File: config.mk
export PLATFORM = sky130hd
export DESIGN_NAME = ups_status_reply_parser_flat
export DESIGN_NICKNAME = d
export VERILOG_FILES = /design/src/rtl/usrp_pkg.sv /design/src/rtl/usrp_if.sv /design/src/rtl/usrp_in_reg.sv /design/src/rtl/usrp_parse.sv /design/src/rtl/usrp_out_reg.sv /design/src/rtl/ups_status_reply_parser.sv /design/src/flat_wrapper.sv
export SDC_FILE = /design/constraint.sdc
export NUM_CORES = 1
export LEC_CHECK = 0
export BUFFER_PORTS_ARGS = -buffer_cell sky130_fd_sc_hd__buf_2
export CAP_MARGIN = 10
export CORE_MARGIN = 2
export CORE_UTILIZATION = 66
export CTS_BUF_LIST = sky130_fd_sc_hd__clkbuf_16
export CTS_CLUSTER_SIZE = 14
export DETAILED_ROUTE_END_ITERATION = 10
export GPL_TIMING_DRIVEN = 1
export PLACE_DENSITY = 0.95
export SLEW_MARGIN = 40
export SYNTH_ARGS = -nofsm -noshare
export SYNTH_HDL_FRONTEND = slang
export SYNTH_HIERARCHICAL = 1
export SYNTH_SLANG_ARGS = --single-unit
File: constraint.sdc
create_clock -name clk -period 11.25 [get_ports clk]
set_input_delay 1.125 -clock clk [delete_from_list [all_inputs] [get_ports clk]]
set_output_delay 1.125 -clock clk [all_outputs]
set_load 0.02 [all_outputs]
File: src/rtl/usrp_pkg.sv
// ----------------------------------------------------------------------------
// usrp_pkg: UPS status reply parser shared definitions
// Character codes, line positions, result codes, word types and decode helpers.
// ----------------------------------------------------------------------------
package usrp_pkg;

  localparam logic [7:0] CH_LF = 8'h0A;
  localparam logic [7:0] CH_CR = 8'h0D;
  localparam logic [7:0] CH_0  = 8'h30;
  localparam logic [7:0] CH_1  = 8'h31;
  localparam logic [7:0] CH_2  = 8'h32;
  localparam logic [7:0] CH_3  = 8'h33;

  localparam int         CNT_W     = 5;
  localparam logic [4:0] LINE_LEN  = 5'd21;
  localparam logic [4:0] COUNT_MAX = 5'd31;

  // character positions within the reply line
  localparam logic [4:0] POS_BATT    = 5'd0;
  localparam logic [4:0] POS_LOAD    = 5'd1;
  localparam logic [4:0] POS_VOLT_HI = 5'd2;
  localparam logic [4:0] POS_VOLT_LO = 5'd3;
  localparam logic [4:0] POS_TAP     = 5'd4;
  localparam logic [4:0] POS_MODE    = 5'd5;
  localparam logic [4:0] POS_TEMP_HI = 5'd6;
  localparam logic [4:0] POS_TEMP_LO = 5'd7;
  localparam logic [4:0] POS_LPCT_HI = 5'd12;
  localparam logic [4:0] POS_LPCT_LO = 5'd13;
  localparam logic [4:0] POS_FREQ_0  = 5'd18;
  localparam logic [4:0] POS_FREQ_1  = 5'd19;
  localparam logic [4:0] POS_FREQ_2  = 5'd20;

  // hex field end flags
  localparam int FE_VOLT = 0;
  localparam int FE_TEMP = 1;
  localparam int FE_LPCT = 2;
  localparam int FE_FREQ = 3;

  localparam logic [1:0] LEN_OK    = 2'd0;
  localparam logic [1:0] LEN_SHORT = 2'd1;
  localparam logic [1:0] LEN_LONG  = 2'd2;

  localparam logic [1:0] TAP_NORMAL  = 2'd0;
  localparam logic [1:0] TAP_TRIM    = 2'd1;
  localparam logic [1:0] TAP_BOOST   = 2'd2;
  localparam logic [1:0] TAP_UNKNOWN = 2'd3;

  localparam logic [1:0] MODE_OFF     = 2'd0;
  localparam logic [1:0] MODE_BATTERY = 2'd1;
  localparam logic [1:0] MODE_ONLINE  = 2'd2;
  localparam logic [1:0] MODE_UNKNOWN = 2'd3;

  // raw*909/2500 == (raw*TEMP_RECIP) >> TEMP_SHIFT exactly for 8-bit raw
  localparam logic [18:0] TEMP_RECIP    = 19'd381263;
  localparam int          TEMP_SHIFT    = 20;
  localparam logic [7:0]  TEMP_POS_RAW  = 8'd58;
  localparam logic signed [7:0] TEMP_OFS = 8'sd21;

  typedef struct packed {
    logic [7:0] rx_byte;
    logic       new_command;
  } item_t;

  typedef struct packed {
    logic [1:0]        length_status;
    logic              low_battery;
    logic              overload;
    logic [1:0]        tap_state;
    logic [1:0]        ups_mode;
    logic              battery_code_unknown;
    logic              load_code_unknown;
    logic [7:0]        input_voltage;
    logic signed [7:0] temperature_c;
    logic [7:0]        load_percent;
    logic [11:0]       frequency_tenths;
  } result_t;

  // {not_hex, value}
  function automatic logic [4:0] hex_digit(input logic [7:0] c);
    logic [4:0] d;
    d = 5'h10;
    if (c inside {[8'h30:8'h39]}) begin
      d = {1'b0, c[3:0]};
    end else if (c inside {[8'h61:8'h66], [8'h41:8'h46]}) begin
      d = {1'b0, c[3:0] + 4'd9};
    end
    return d;
  endfunction

  // trunc((raw*3636 - 210000) / 10000); raw*909 is never a multiple of 2500
  // for raw != 0, so the negative side is floor + 1
  function automatic logic signed [7:0] temp_from_raw(input logic [7:0] raw);
    logic [26:0] prod;
    logic [6:0]  fl;
    logic signed [7:0] t;
    prod = raw * TEMP_RECIP;
    fl   = prod[26:TEMP_SHIFT];
    if (raw >= TEMP_POS_RAW) begin
      t = $signed({1'b0, fl}) - TEMP_OFS;
    end else if (raw == 8'd0) begin
      t = -TEMP_OFS;
    end else begin
      t = $signed({1'b0, fl}) - TEMP_OFS + 8'sd1;
    end
    return t;
  endfunction

endpackage

File: src/rtl/usrp_if.sv
// ----------------------------------------------------------------------------
// usrp_if: UPS status reply parser channel interfaces
// Valid/ready channels for received bytes and for decoded status words.
// ----------------------------------------------------------------------------
interface usrp_in_if;
  logic       valid;
  logic       ready;
  logic [7:0] rx_byte;
  logic       new_command;

  modport source (output valid, output rx_byte, output new_command, input ready);
  modport sink   (input valid, input rx_byte, input new_command, output ready);
endinterface

interface usrp_out_if;
  logic              valid;
  logic              ready;
  logic [1:0]        length_status;
  logic              low_battery;
  logic              overload;
  logic [1:0]        tap_state;
  logic [1:0]        ups_mode;
  logic              battery_code_unknown;
  logic              load_code_unknown;
  logic [7:0]        input_voltage;
  logic signed [7:0] temperature_c;
  logic [7:0]        load_percent;
  logic [11:0]       frequency_tenths;

  modport source (
    output valid, input ready,
    output length_status, output low_battery, output overload, output tap_state,
    output ups_mode, output battery_code_unknown, output load_code_unknown,
    output input_voltage, output temperature_c, output load_percent,
    output frequency_tenths
  );
  modport sink (
    input valid, output ready,
    input length_status, input low_battery, input overload, input tap_state,
    input ups_mode, input battery_code_unknown, input load_code_unknown,
    input input_voltage, input temperature_c, input load_percent,
    input frequency_tenths
  );
endinterface

File: src/rtl/usrp_in_reg.sv
// ----------------------------------------------------------------------------
// usrp_in_reg: input word register
// Captures one received byte word; refills in the cycle it is consumed.
// ----------------------------------------------------------------------------
module usrp_in_reg (
  input  logic               clk,
  input  logic               rst_n,
  usrp_in_if.sink            in_ch,
  input  logic               item_take,
  output logic               item_valid,
  output usrp_pkg::item_t    item
);

  logic            valid_r;
  logic            valid_nxt;
  usrp_pkg::item_t item_r;
  logic            accept;

  assign in_ch.ready = !valid_r || item_take;
  assign accept      = in_ch.valid && in_ch.ready;

  always_comb begin
    valid_nxt = valid_r;
    if (accept) begin
      valid_nxt = 1'b1;
    end else if (item_take) begin
      valid_nxt = 1'b0;
    end
  end

  always_ff @(posedge clk) begin
    if (!rst_n) begin
      valid_r <= 1'b0;
    end else begin
      valid_r <= valid_nxt;
    end
  end

  always_ff @(posedge clk) begin
    if (accept) begin
      item_r.rx_byte     <= in_ch.rx_byte;
      item_r.new_command <= in_ch.new_command;
    end
  end

  assign item_valid = valid_r;
  assign item       = item_r;

endmodule

File: src/rtl/usrp_parse.sv
// ----------------------------------------------------------------------------
// usrp_parse: line state and status decode
// Echo skip, character collection, hex accumulation and result decode.
// ----------------------------------------------------------------------------
module usrp_parse (
  input  logic               clk,
  input  logic               rst_n,
  input  logic               item_valid,
  input  usrp_pkg::item_t    item,
  input  logic               out_free,
  output logic               item_take,
  output logic               res_load,
  output usrp_pkg::result_t  result
);

  logic        collecting_r, collecting_nxt;
  logic [4:0]  cnt_r, cnt_nxt;
  logic [7:0]  batt_r, batt_nxt;
  logic [7:0]  lstate_r, lstate_nxt;
  logic [7:0]  tap_r, tap_nxt;
  logic [7:0]  mode_r, mode_nxt;
  logic [7:0]  volt_r, volt_nxt;
  logic [7:0]  temp_r, temp_nxt;
  logic [7:0]  lpct_r, lpct_nxt;
  logic [11:0] freq_r, freq_nxt;
  logic [3:0]  ended_r, ended_nxt;

  logic [7:0] c;
  logic       is_lf;
  logic       is_cr;
  logic       col_eff;
  logic       emit;
  logic       clr;
  logic [4:0] dig;

  always_comb begin
    c       = item.rx_byte;
    is_lf   = (c == usrp_pkg::CH_LF);
    is_cr   = (c == usrp_pkg::CH_CR);
    col_eff = collecting_r && !item.new_command;
    emit    = col_eff && is_lf;
    item_take = item_valid && (!emit || out_free);
    res_load  = item_take && emit;
    dig     = usrp_pkg::hex_digit(c);
    clr     = item.new_command || is_lf;

    collecting_nxt = collecting_r;
    cnt_nxt    = cnt_r;
    batt_nxt   = batt_r;
    lstate_nxt = lstate_r;
    tap_nxt    = tap_r;
    mode_nxt   = mode_r;
    volt_nxt   = volt_r;
    temp_nxt   = temp_r;
    lpct_nxt   = lpct_r;
    freq_nxt   = freq_r;
    ended_nxt  = ended_r;

    if (item.new_command) begin
      collecting_nxt = 1'b0;
    end
    if (!col_eff) begin
      if (is_lf) begin
        collecting_nxt = 1'b1;
      end
    end else if (is_lf) begin
      collecting_nxt = 1'b0;
    end else if (!is_cr) begin
      case (cnt_r)
        usrp_pkg::POS_BATT: batt_nxt   = c;
        usrp_pkg::POS_LOAD: lstate_nxt = c;
        usrp_pkg::POS_TAP:  tap_nxt    = c;
        usrp_pkg::POS_MODE: mode_nxt   = c;
        usrp_pkg::POS_VOLT_HI, usrp_pkg::POS_VOLT_LO: begin
          if (!ended_r[usrp_pkg::FE_VOLT]) begin
            if (dig[4]) ended_nxt[usrp_pkg::FE_VOLT] = 1'b1;
            else volt_nxt = {volt_r[3:0], dig[3:0]};
          end
        end
        usrp_pkg::POS_TEMP_HI, usrp_pkg::POS_TEMP_LO: begin
          if (!ended_r[usrp_pkg::FE_TEMP]) begin
            if (dig[4]) ended_nxt[usrp_pkg::FE_TEMP] = 1'b1;
            else temp_nxt = {temp_r[3:0], dig[3:0]};
          end
        end
        usrp_pkg::POS_LPCT_HI, usrp_pkg::POS_LPCT_LO: begin
          if (!ended_r[usrp_pkg::FE_LPCT]) begin
            if (dig[4]) ended_nxt[usrp_pkg::FE_LPCT] = 1'b1;
            else lpct_nxt = {lpct_r[3:0], dig[3:0]};
          end
        end
        usrp_pkg::POS_FREQ_0, usrp_pkg::POS_FREQ_1, usrp_pkg::POS_FREQ_2: begin
          if (!ended_r[usrp_pkg::FE_FREQ]) begin
            if (dig[4]) ended_nxt[usrp_pkg::FE_FREQ] = 1'b1;
            else freq_nxt = {freq_r[7:0], dig[3:0]};
          end
        end
        default: ;
      endcase
      if (cnt_r != usrp_pkg::COUNT_MAX) begin
        cnt_nxt = cnt_r + 5'd1;
      end
    end

    if (clr) begin
      cnt_nxt    = '0;
      batt_nxt   = '0;
      lstate_nxt = '0;
      tap_nxt    = '0;
      mode_nxt   = '0;
      volt_nxt   = '0;
      temp_nxt   = '0;
      lpct_nxt   = '0;
      freq_nxt   = '0;
      ended_nxt  = '0;
    end
  end

  always_ff @(posedge clk) begin
    if (!rst_n) begin
      collecting_r <= 1'b0;
      cnt_r        <= '0;
      ended_r      <= '0;
    end else if (item_take) begin
      collecting_r <= collecting_nxt;
      cnt_r        <= cnt_nxt;
      ended_r      <= ended_nxt;
    end
  end

  always_ff @(posedge clk) begin
    if (item_take) begin
      batt_r   <= batt_nxt;
      lstate_r <= lstate_nxt;
      tap_r    <= tap_nxt;
      mode_r   <= mode_nxt;
      volt_r   <= volt_nxt;
      temp_r   <= temp_nxt;
      lpct_r   <= lpct_nxt;
      freq_r   <= freq_nxt;
    end
  end

  // result from the line held so far; fields stay zero on a bad length
  always_comb begin
    result = '0;
    if (cnt_r < usrp_pkg::LINE_LEN) begin
      result.length_status = usrp_pkg::LEN_SHORT;
    end else if (cnt_r > usrp_pkg::LINE_LEN) begin
      result.length_status = usrp_pkg::LEN_LONG;
    end else begin
      result.length_status = usrp_pkg::LEN_OK;
      result.low_battery   = (batt_r == usrp_pkg::CH_0);
      result.overload      = (lstate_r == usrp_pkg::CH_0);
      case (tap_r)
        usrp_pkg::CH_0:                 result.tap_state = usrp_pkg::TAP_NORMAL;
        usrp_pkg::CH_1:                 result.tap_state = usrp_pkg::TAP_TRIM;
        usrp_pkg::CH_2, usrp_pkg::CH_3: result.tap_state = usrp_pkg::TAP_BOOST;
        default:                        result.tap_state = usrp_pkg::TAP_UNKNOWN;
      endcase
      case (mode_r)
        usrp_pkg::CH_0:                 result.ups_mode = usrp_pkg::MODE_OFF;
        usrp_pkg::CH_1, usrp_pkg::CH_3: result.ups_mode = usrp_pkg::MODE_BATTERY;
        usrp_pkg::CH_2:                 result.ups_mode = usrp_pkg::MODE_ONLINE;
        default:                        result.ups_mode = usrp_pkg::MODE_UNKNOWN;
      endcase
      result.battery_code_unknown = (batt_r != usrp_pkg::CH_0) && (batt_r != usrp_pkg::CH_1);
      result.load_code_unknown    = (lstate_r != usrp_pkg::CH_0) &&
                                    (lstate_r != usrp_pkg::CH_1);
      result.input_voltage    = volt_r;
      result.temperature_c    = usrp_pkg::temp_from_raw(temp_r);
      result.load_percent     = lpct_r;
      result.frequency_tenths = freq_r;
    end
  end

endmodule

File: src/rtl/usrp_out_reg.sv
// ----------------------------------------------------------------------------
// usrp_out_reg: result word register
// Holds a decoded status word until the sink takes it.
// ----------------------------------------------------------------------------
module usrp_out_reg (
  input  logic               clk,
  input  logic               rst_n,
  input  logic               res_load,
  input  usrp_pkg::result_t  result,
  output logic               out_free,
  usrp_out_if.source         out_ch
);

  logic              valid_r;
  logic              valid_nxt;
  usrp_pkg::result_t data_r;

  assign out_free = !valid_r || out_ch.ready;

  always_comb begin
    valid_nxt = valid_r;
    if (res_load) begin
      valid_nxt = 1'b1;
    end else if (out_ch.ready) begin
      valid_nxt = 1'b0;
    end
  end

  always_ff @(posedge clk) begin
    if (!rst_n) begin
      valid_r <= 1'b0;
    end else begin
      valid_r <= valid_nxt;
    end
  end

  always_ff @(posedge clk) begin
    if (res_load) begin
      data_r <= result;
    end
  end

  assign out_ch.valid                = valid_r;
  assign out_ch.length_status        = data_r.length_status;
  assign out_ch.low_battery          = data_r.low_battery;
  assign out_ch.overload             = data_r.overload;
  assign out_ch.tap_state            = data_r.tap_state;
  assign out_ch.ups_mode             = data_r.ups_mode;
  assign out_ch.battery_code_unknown = data_r.battery_code_unknown;
  assign out_ch.load_code_unknown    = data_r.load_code_unknown;
  assign out_ch.input_voltage        = data_r.input_voltage;
  assign out_ch.temperature_c        = data_r.temperature_c;
  assign out_ch.load_percent         = data_r.load_percent;
  assign out_ch.frequency_tenths     = data_r.frequency_tenths;

endmodule

File: src/rtl/ups_status_reply_parser.sv
// ----------------------------------------------------------------------------
// ups_status_reply_parser: UPS status reply line parser
// Skips the command echo, collects the reply line and decodes status words.
//
//   channel  dir  word                               handshake
//   in_ch    in   rx_byte, new_command               valid/ready
//   out_ch   out  length verdict, status, hex fields valid/ready
//
// One byte per cycle unless stalled: input register, decode, result register.
// A line feed ending a reply loads the result register; other bytes only
// update line state. in_ch stalls only when a reply line feed waits on a
// full result register. Synchronous active-low reset clears all valids and
// returns the parser to echo skipping.
// ----------------------------------------------------------------------------
module ups_status_reply_parser (
  input  logic        clk,
  input  logic        rst_n,
  usrp_in_if.sink     in_ch,
  usrp_out_if.source  out_ch
);

  logic              item_valid;
  usrp_pkg::item_t   item;
  logic              item_take;
  logic              res_load;
  logic              out_free;
  usrp_pkg::result_t result;

  usrp_in_reg u_in_reg (
    .clk        (clk),
    .rst_n      (rst_n),
    .in_ch      (in_ch),
    .item_take  (item_take),
    .item_valid (item_valid),
    .item       (item)
  );

  usrp_parse u_parse (
    .clk        (clk),
    .rst_n      (rst_n),
    .item_valid (item_valid),
    .item       (item),
    .out_free   (out_free),
    .item_take  (item_take),
    .res_load   (res_load),
    .result     (result)
  );

  usrp_out_reg u_out_reg (
    .clk      (clk),
    .rst_n    (rst_n),
    .res_load (res_load),
    .result   (result),
    .out_free (out_free),
    .out_ch   (out_ch)
  );

endmodule

File: src/flat_wrapper.sv
// flat-port wrapper written by rule: the top's interface ports become plain ports
module ups_status_reply_parser_flat 
  (clk, rst_n, in_ch_valid, in_ch_rx_byte, in_ch_new_command, in_ch_ready, out_ch_valid, out_ch_ready, out_ch_length_status, out_ch_low_battery, out_ch_overload, out_ch_tap_state, out_ch_ups_mode, out_ch_battery_code_unknown, out_ch_load_code_unknown, out_ch_input_voltage, out_ch_temperature_c, out_ch_load_percent, out_ch_frequency_tenths);
  usrp_in_if in_ch_i ();
  usrp_out_if out_ch_i ();
  input  logic clk;
  input  logic rst_n;
  input wire logic [$bits(in_ch_i.valid)-1:0] in_ch_valid;
  input wire logic [$bits(in_ch_i.rx_byte)-1:0] in_ch_rx_byte;
  input wire logic [$bits(in_ch_i.new_command)-1:0] in_ch_new_command;
  output wire logic [$bits(in_ch_i.ready)-1:0] in_ch_ready;
  output wire logic [$bits(out_ch_i.valid)-1:0] out_ch_valid;
  input wire logic [$bits(out_ch_i.ready)-1:0] out_ch_ready;
  output wire logic [$bits(out_ch_i.length_status)-1:0] out_ch_length_status;
  output wire logic [$bits(out_ch_i.low_battery)-1:0] out_ch_low_battery;
  output wire logic [$bits(out_ch_i.overload)-1:0] out_ch_overload;
  output wire logic [$bits(out_ch_i.tap_state)-1:0] out_ch_tap_state;
  output wire logic [$bits(out_ch_i.ups_mode)-1:0] out_ch_ups_mode;
  output wire logic [$bits(out_ch_i.battery_code_unknown)-1:0] out_ch_battery_code_unknown;
  output wire logic [$bits(out_ch_i.load_code_unknown)-1:0] out_ch_load_code_unknown;
  output wire logic [$bits(out_ch_i.input_voltage)-1:0] out_ch_input_voltage;
  output wire logic [$bits(out_ch_i.temperature_c)-1:0] out_ch_temperature_c;
  output wire logic [$bits(out_ch_i.load_percent)-1:0] out_ch_load_percent;
  output wire logic [$bits(out_ch_i.frequency_tenths)-1:0] out_ch_frequency_tenths;
  assign in_ch_i.valid = in_ch_valid;
  assign in_ch_i.rx_byte = in_ch_rx_byte;
  assign in_ch_i.new_command = in_ch_new_command;
  assign in_ch_ready = in_ch_i.ready;
  assign out_ch_valid = out_ch_i.valid;
  assign out_ch_i.ready = out_ch_ready;
  assign out_ch_length_status = out_ch_i.length_status;
  assign out_ch_low_battery = out_ch_i.low_battery;
  assign out_ch_overload = out_ch_i.overload;
  assign out_ch_tap_state = out_ch_i.tap_state;
  assign out_ch_ups_mode = out_ch_i.ups_mode;
  assign out_ch_battery_code_unknown = out_ch_i.battery_code_unknown;
  assign out_ch_load_code_unknown = out_ch_i.load_code_unknown;
  assign out_ch_input_voltage = out_ch_i.input_voltage;
  assign out_ch_temperature_c = out_ch_i.temperature_c;
  assign out_ch_load_percent = out_ch_i.load_percent;
  assign out_ch_frequency_tenths = out_ch_i.frequency_tenths;
  ups_status_reply_parser u_core (.clk(clk), .rst_n(rst_n), .in_ch(in_ch_i), .out_ch(out_ch_i));
endmodule
==> flow_metrics.py <==
metrics = {
    "die": {
        "die_area_sq_um": 12900,
        "fp-row-count": 40,
        "initial_core_util_pct": 66.8,
        "ios": 61,
        "die_height_microns": 114,
        "dieWidth_microns": 114,
        "design.core.area_sq_um": 11900,
    },
    "drt": {
        "vias": 5340,
        "wl_per_cell_microns": 19.5,
        "ant_nets": 0,
        "drcViolationCount": 0,
        "drt-total-wl_microns": 17300,
        "first_iter_violations": 572,
        "vias_per_cell": 6.02,
        "dr.pass1.iters": 5,
    },
    "min_path": {
        "hold_path_class": "reg -> reg",
        "hold_path_startpoint": "u_core/u_out_reg/out_ch.valid",
    },
    "synth": {
        "syn_area_sq_um": 7920,
        "synth_flop_cell": "edfxtp_1",
        "avgSynthCellArea_sq_um": 12.1,
        "yosys_warnings": 6,
        "synth-seq-area-share_pct": 49.7,
        "synth_edf_count": 123,
        "async_flop_share_pct": 0,
        "yosys_register_bits": 135,
        "synthCells": 657,
        "ys_types": 69,
        "synthesis.nets": 789,
    },
    "final_layout": {
        "drive_gt1_share_pct": 16.9,
        "fin_util_pct": 75.7,
        "final_common_cell": "edfxtp_1",
        "num_antenna_cells": 0,
        "finalNetCount": 859,
        "syn_to_final_growth_pct": 13.4,
        "final_cell_mix": "edfxtp_1 (123), inv_1 (89), ha_1 (89)",
    },
    "outcome": {
        "status": "finished, final reports clean",
    },
    "worst_setup_path": {
        "critPathRequiredTime_ns": 11.43,
        "path_class": "reg -> reg",
        "max_stage_delay_ns": 0.71,
        "path_max_fanout": 10,
        "reg2reg_from": "u_core/u_parse/temp_r[6]",
        "cp-start-kind": "flop",
        "crit_chain": "fa_1, inv_1, fa_1, inv_1, fa_1, fa_1, ha_1, nand4_1, a2111oi_0, a31o_2, or4_4, nand2_1, ha_1, o22ai_1, a21oi_2, mux2i_1, a311oi_1",
        "cp_common_cell": "fa_1",
        "endpoint_kind": "flop",
        "cp.arrival_ns": 6.29,
        "critPathSlowestCell": "a2111oi_0",
        "worstSetupStartpoint": "u_core/u_parse/temp_r[6]",
    },
    "clock_network": {
        "clk_latency_ns": 0.42,
        "clockRootBuffer": "clkbuf_16",
        "hold_buffers": 0,
        "post_cts_resize_count": 0,
        "post_cts.repair.setup_buffers": 0,
        "clkTransAtPathRegs_ns": 0.06,
        "cts_buffers": 17,
        "cts_sinks": 135,
        "htree_levels": 4,
        "clock_path_buffers": 2,
        "cts_tree": "yes",
    },
    "sta": {
        "max_freq_ghz": 0.164,
        "clock_skew_ns": 0.0109,
        "period_needed_ns": 6.11,
        "rsz0062_at_grt": "false",
        "tns_ns": 0,
        "slew_viol_final": 0,
        "setup_viol_count_final": 0,
        "fin_ws_ns": 5.14,
        "hold_viol_final": 0,
        "relSlewSlack_pct": 45.5,
        "worst_slew_pin_slew_ns": 0.818,
        "min_period_over_period_pct": 54.3,
    },
    "grt": {
        "grt_pass1_wl_microns": 27300,
        "grt_pass1_vias": 5547,
        "grt_usage_pct": 28.0,
        "grt_overflow_total": 0,
        "grt_max_degree": 42,
        "antenna_found_initial": 0,
    },
    "place": {
        "port_buffers": 60,
        "gp_congestion": 0.963,
        "dp_hpwl_microns": 12100,
        "post-place-ws_ns": 5.42,
    },
    "pwr": {
        "power.leakage_uw": 0.00393,
        "peakVddDrop_mv": 0.185,
        "power.density_nw_per_um2": 154,
    },
    "run": {
        "maxCapViolCount": 0,
    },
}
[metal layers]
layer / up-vias / routed length, microns / global-route usage [%]
met3: 62 / 1020 / 6.75
met1: 2578 / 6760 / 33.3
met2: 240 / 8790 / 48.0
met5: - / 0 / 0
li1: 2460 / - / -
met4: 0 / 713 / 14.1
[power by group]
part           leakage (uW)  total, uW  switching (uW)  internal (uW)
Clock              0.000270        528             220            308
Sequential          0.00132        564            8.10            556
Combinational       0.00234        292             174            118
Total               0.00393       1380             402            982
[state kept, by name, summed over array words and instances (netlist names), 4 cells and up]
signal / count
u_core/u_out_reg/out_ch.frequency_tenths: 12
u_core/u_parse/freq_r: 12
u_core/u_in_reg/item: 9
u_core/u_out_reg/out_ch.input_voltage: 8
u_core/u_out_reg/out_ch.load_percent: 8
u_core/u_out_reg/out_ch.temperature_c: 8
u_core/u_parse/batt_r: 8
u_core/u_parse/lpct_r: 8
u_core/u_parse/lstate_r: 8
u_core/u_parse/mode_r: 8
u_core/u_parse/tap_r: 8
u_core/u_parse/temp_r: 8
u_core/u_parse/volt_r: 8
u_core/u_parse/cnt_r: 5
u_core/u_parse/ended_r: 4
[synth_stat cells, drive strengths merged, types with 2 or more instances]
cell / count / share of area [%]
a2111oi: 2 / 0.30
a211oi: 5 / 0.76
a21boi: 4 / 0.47
a21o: 5 / 0.47
a21oi: 37 / 2.4
a221oi: 2 / 0.30
a31o: 2 / 0.22
and2: 51 / 4.1
and3: 3 / 0.24
clkbuf: 12 / 0.57
dfxtp: 12 / 3.0
edfxtp: 123 / 47
fa: 30 / 7.6
ha: 89 / 14
inv: 88 / 4.2
nand2: 32 / 1.5
nand2b: 4 / 0.51
nand3: 10 / 0.63
nand4: 9 / 0.71
nor2: 34 / 1.6
nor2b: 8 / 0.63
nor3: 18 / 1.1
nor3b: 3 / 0.35
o211ai: 2 / 0.19
o21a: 6 / 0.57
o21ai: 19 / 1.2
o221a: 2 / 0.28
o31ai: 2 / 0.19
or2: 2 / 0.16
or3: 4 / 0.32
or3b: 2 / 0.22
or4: 2 / 0.24
xnor2: 9 / 1.3
xor2: 6 / 0.66
[logic make-up (layout without fill, tap and decap cells)]
| logic type | Yosys count | after routing | share of synthesized area (%) |
|---|---|---|---|
| adders and majority gates | 119 | 119 | 21.6 |
| buffers and inverters | 100 | 183 | 4.74 |
| muxes | 2 | 2 | 0.269 |
| DFF | 135 | 135 | 49.7 |
| and+or+nand+nor | 186 | 186 | 12.8 |
| AOI/OAI and AO/OA | 100 | 100 | 8.93 |
| xor gates and xnor gates | 15 | 15 | 1.99 |
[final timing paths]
check | end | slack [ns] | cells after the start
setup / recovery | u_core/u_out_reg/out_ch.temperature_c[5] | 5.14 | 17
hold / removal | u_core/u_out_reg/out_ch.valid | 0.49 | 2
setup reg to reg | u_core/u_out_reg/out_ch.temperature_c[5] | 5.14 | 17
hold reg to reg | u_core/u_out_reg/out_ch.valid | 0.49 | 2
[final cells by class]
class                   count  area, sq um
flip-flops and latches    135         3930
multi-input cells         422         3640
clock inverters            15          143
inverters                  88          330
fillers                   687         2890
well taps                 147          184
repair buffers             63          323
clock buffers              17          425
[critical path, delay by kind of cell, from the launching register on]
kind | cells | cell delay [ns]
AND/OR/NAND/NOR | 3 | 0.42
multiplexers | 1 | 0.14
buffers and inverters | 2 | 0.14
adder cells (fa/ha/maj) | 6 | 2.85
AO/OA/AOI/OAI | 5 | 1.73
flip-flops | 1 | 0.59
[stage by stage]
step           hold slack [ns]  power (uW)  area [sq um]  std cells
3_3_place_gp             0.438         844          8390        855
4_1_cts                  0.497        1390          8960        887
5_1_grt                  0.513        1440          8980        887
2_1_floorplan            0.429         792          7920        657
3_5_place_dp             0.478         857          8400        855
6_report                 0.493        1380          8980        887
(Power assumes the default switching activity.)
